### src/rtl/fxp_pkg.sv
`default_nettype none
package fxp_pkg;
  localparam int FracBits = 8;
  localparam int DW = 32;
  localparam int NumW = DW + FracBits;   // dividend magnitude width
  localparam int Lat = NumW + 2;         // divider stages plus input and output

  typedef enum logic [3:0] {
    K_ADD = 4'd0, K_SUB = 4'd1, K_MUL = 4'd2, K_DIV = 4'd3,
    K_INC = 4'd4, K_DEC = 4'd5, K_LT = 4'd6, K_GT = 4'd7,
    K_LE = 4'd8, K_GE = 4'd9, K_EQ = 4'd10, K_NE = 4'd11,
    K_MAX = 4'd12, K_MIN = 4'd13, K_FROM = 4'd14, K_TOINT = 4'd15
  } kind_t;

  // result of the simple kinds, carried beside the divider
  typedef struct packed {
    kind_t          kind;
    logic [DW-1:0]  res;
    logic           flag;
    logic           neg;
    logic           dz;
  } side_t;
endpackage
`default_nettype wire

### src/rtl/fxp_mul.sv
`default_nettype none
module fxp_mul (
  input  wire logic                  clk,
  input  wire logic                  en,
  input  wire logic [fxp_pkg::DW-1:0] a,
  input  wire logic [fxp_pkg::DW-1:0] b,
  output logic      [fxp_pkg::DW-1:0] p
);
  import fxp_pkg::*;
  logic signed [2*DW-1:0] prod_r;
  logic signed [2*DW-1:0] sh_r;
  logic signed [DW-1:0] a_r, b_r;
  // three stages: register operands, multiply, shift
  always_ff @(posedge clk) begin
    if (en) begin
      a_r    <= a;
      b_r    <= b;
      prod_r <= a_r * b_r;
      sh_r   <= prod_r >>> FracBits;
    end
  end
  assign p = sh_r[DW-1:0];
endmodule
`default_nettype wire

### config.mk
export PLATFORM = sky130hd
export DESIGN_NAME = fxp_mul
export DESIGN_NICKNAME = d
export VERILOG_FILES = /design/src/rtl/fxp_pkg.sv /design/src/rtl/fxp_mul.sv
export SDC_FILE = /design/constraint.sdc
export NUM_CORES = 2
export LEC_CHECK = 0
export ABC_CLOCK_PERIOD_IN_PS = 11100
export BUFFER_PORTS_ARGS = -buffer_cell sky130_fd_sc_hd__buf_2
export CORE_MARGIN = 10
export CORE_UTILIZATION = 40
export CTS_CLUSTER_SIZE = 20
export DETAILED_ROUTE_END_ITERATION = 10
export PLACE_DENSITY_LB_ADDON = 0.25
export SLEW_MARGIN = 20
export SYNTH_ARGS = -nofsm -noshare
export SYNTH_HDL_FRONTEND = slang
export SYNTH_SLANG_ARGS = --single-unit
### constraint.sdc
create_clock -name clk -period 11.1 [get_ports clk]
set_input_delay 2.22 -clock clk [delete_from_list [all_inputs] [get_ports clk]]
set_output_delay 2.22 -clock clk [all_outputs]
set_load 0.1 [all_outputs]
# Word-level counts from Yosys, hierarchy flattened
# Cells that the tools add are included.
dict set report totals {
  ff_bits 136
  word_cells 5
}
dict set report op_classes {
  mul 1
}
# operator n
set op_table {}
lappend op_table {{32-bit by 32-bit multiplier with 40-bit output} 1}

# Longest topological paths before layout
dict set report depth {
  word_depth 1
  ltp_mapped 27
  depth_no_buf 26
}

# Least setup slack after synthesis
# OpenSTA, ideal clock, no wires.
dict set report synth_path {
  kind {reg2reg}
  from {reg a_r[12]}
  to {reg prod_r[30] (data pin)}
  setup_slack_ns 3.701
  path_stages_with_launch 25
  synth_period_minus_slack_ns 7.399
  arrival_ns 7.140
  path_cell_list {edfxtp_1 clkbuf_1 clkbuf_1 and2_1 fa_1 fa_1 fa_1 inv_1 fa_1 inv_1 fa_1 inv_1 fa_1 inv_1 fa_1 fa_1 ha_1 a211oi_2 o31ai_1 a221o_2 and4_1 or3_4 a221o_2 a21oi_2 xnor2_1}
}
dict set report synth_via {
  elab_chain_cells 1
}
# element line_no
set synth_lines {}
lappend synth_lines {{start, declared} fxp_mul.sv:12} ;# logic signed [DW-1:0] a_r, b_r;
lappend synth_lines {{start signal, assigned} fxp_mul.sv:16} ;# a_r <= a;
lappend synth_lines {{32-bit by 32-bit multiplier with 40-bit output} fxp_mul.sv:18} ;# prod_r <= a_r * b_r;
lappend synth_lines {{end signal, assigned} fxp_mul.sv:18}
lappend synth_lines {{end, declared} fxp_mul.sv:10} ;# logic signed [2*DW-1:0] prod_r;
# Every way passes these cells.
# A chain may end at the register's enable or synchronous reset.

# Final worst setup path
dict set report layout_path {
  from {reg a_r[12]}
  to {reg prod_r[37] (data pin)}
}
# The elaborated chain is that of the path after synthesis.

==> flow_summary.ini <==
[run_status]
status = complete, no violations

[setup_path]
r2r_start = a_r[12]$_DFFE_PP_
cp_max_fo = 28
crit_start = a_r[12]$_DFFE_PP_
regToRegSetupSlack_ns = 2.75
end_kind = flip-flop
path_common_cell = fa_1
start_kind = flip-flop
required_ns = 11.36
worst-path-buf-inv = 5
cp_cell_sequence = and2_1 > fa_1 > fa_1 > fa_1 > inv_1 > fa_1 > inv_1 > fa_1 > inv_1 > fa_1 > inv_1 > fa_1 > fa_1 > ha_1 > nand3_1 > nor2_1 > nand4_1 > a21oi_1 > nor4_1 > buf_4 > o31ai_1 > a21oi_1 > xnor2_1
critPathKind = reg2reg
cp_slowest_stage_delay_ns = 1.07
crit_slowest_cell = edfxtp_1
r2r_end = prod_r[37]$_DFFE_PP_
critPathArrivalTime_ns = 8.61
r2r_cells = 23
cp_top_family = adder cells

[timing]
skew_ns = 0.0227
fin_crit_ns = 8.35
rsz0062_at_grt = false
period_share_pct = 75.2
worst_slack_ns = 2.75
relSlewSlack_pct = 26.9
slew_viol_final = 0
tightestPinTransition_ns = 1.10
finalHoldViolCount = 0
setup_viol = 0
fmax_mhz = 120
fin_tns_setup_ns = 0

[yosys]
synthArstFlopShare_pct = 0
synth_edf_count = 128
synth_largest_area_cell = fa_1
synth_top_cells_by_count = inv_1 (697), fa_1 (642), and2_1 (435)
synth.avg_cell_area_um2 = 10.0
synthesis.area_um2 = 27100
synthCells = 2706
synth_area_leaders = fa_1 (47%), edfxtp_1 (14%), and2_1 (10%), inv_1 (9.6%), ha_1 (7.1%)
ys_seq_elements = 128
syn-num-nets = 3569
synth_top_area_share_pct = 47.4
ys_types = 39
ys_warn_count = 0
synth.most_common_cell = inv_1
synth.yosys.seq_area_share_pct = 14.2
synthFlopType = edfxtp_1

[die]
die_h_um = 280
die_x_um = 280
rows = 95
initial_core_util_pct = 40.4
dieArea_um2 = 78600
pin_count = 98
core_area_um2 = 67200

[routing]
drc = 0
via_count = 17700
vias_per_cell = 4.90
wl_per_cell_um = 19.7
wirelength_mm = 71.2
drtPass1Iterations = 5
ant_nets = 0
drt_iter0_drc = 931

[cts]
worstSkewPairLatency_ns = 0.51
hold_buffers = 0
htreeDepth = 4
cts.sinks = 128
clk_path_buf_depth = 2
tritoncts = done
ctsResizeCount = 0
numCtsBuffers = 17
post_cts_buffers = 0
root_buffer = clkbuf_16
clk_pin_slew_ns = 0.08

[layout]
n_fill_cell = 6371
layout-drive-gt1-share_pct = 6.46
syn2layout_area_growth_pct = 7.29
nets = 3592

[place]
gp_congestion = 0.874
dpl.hpwl_mm = 55.2
io_buffers = 97
place_ws_ns = 2.72

[global_routing]
antenna_found_initial = 2
overflow = 0
grt_use_total_pct = 19.2
grt_first_pass_wirelength_mm = 114
grt_max_degree = 68
grt_pass1_vias = 20300

[worst_hold_path]
hold_end = sh_r[8]$_DFFE_PP_
hp-start = prod_r[16]$_DFFE_PP_
worstHoldPathType = reg2reg
min_path_cells = 0

[run]
cap_violations = 0
[layer usage]
layer / global-route usage [%] / vias up / share of wire, %
li1: - / 7781 / -
met1: 23.1 / 9341 / 40
met2: 32.9 / 472 / 50
met3: 3.66 / 121 / 5.4
met4: 8.55 / 0 / 4.2
met5: 0 / - / 0
[worst max-delay path by stage]
| stage | slack [ns] | cells after the start | endpoint |
|---|---|---|---|
| floorplan | 3.70 | 24 | prod_r[30]$_DFFE_PP_ |
| global placement | 2.92 | 23 | prod_r[37]$_DFFE_PP_ |
| finish | 2.75 | 23 | prod_r[37]$_DFFE_PP_ |
| detailed placement | 2.72 | 23 | prod_r[37]$_DFFE_PP_ |
| CTS | 2.73 | 23 | prod_r[37]$_DFFE_PP_ |
| global route | 2.38 | 23 | prod_r[37]$_DFFE_PP_ |
[sequential cells by signal, indices dropped and copies added (netlist names)]
name,flops
a_r,32
b_r,32
prod_r,32
sh_r,32
[cells by family (layout without fill, tap and decap cells)]
kind of cell             count (synthesis)  in the layout  share of synthesized area [%]
flip-flops                             128            128                           14.2
XOR/XNOR                                82             82                           2.65
adder cells (fa/ha/maj)                797            797                           54.5
buffers and inverters                  828            864                           11.5
AND/OR/NAND/NOR                        800            800                           15.4
AO/OA/AOI/OAI                           71             71                           1.76
other                                    0              2                              0
[cells in the final DEF, fill, tap and decap left out, types with 3 or more instances in the layout]
master,n
a21o_1,13
a21o_2,3
a21oi_1,26
and2_1,435
and3_1,5
and4_1,4
buf_2,96
buf_4,35
clkbuf_16,17
clkinv_2,3
clkinvlp_4,3
edfxtp_1,128
fa_1,642
ha_1,155
inv_1,697
inv_6,5
nand2_1,309
nand2b_1,8
nand3_1,4
nand4_1,3
nor2_1,21
nor2b_1,3
nor3_1,4
o21a_1,4
o21ai_0,6
o31ai_1,5
xnor2_1,63
xor2_1,19
[stage by stage]
stage | hold slack [ns] | std cells | instance area [um2] | utilization, %
after detailed placement | 0.406 | 3581 | 28500 | 42.4
after global routing | 0.422 | 3615 | 29100 | 43.3
final | 0.409 | 3617 | 29100 | 43.3
after CTS | 0.409 | 3613 | 29100 | 43.3
after floorplan | 0.400 | 2706 | 27100 | -
after global placement | 0.404 | 3580 | 28500 | 42.4
[area by class of cell]
type	count	area (um2)	area share [%]
diodes	2	5.00	0.0172
clock buffers	17	425	1.46
clock inverters	15	135	0.464
inverters	697	2620	8.99
multi-input cells	1750	20200	69.3
flip-flops and latches	128	3840	13.2
well taps	873	1090	3.75
repair buffers	135	812	2.79
Power is left out: the tool's default activity adds up to more than one toggle a clock period on the data nets, which glitch-free logic cannot reach.
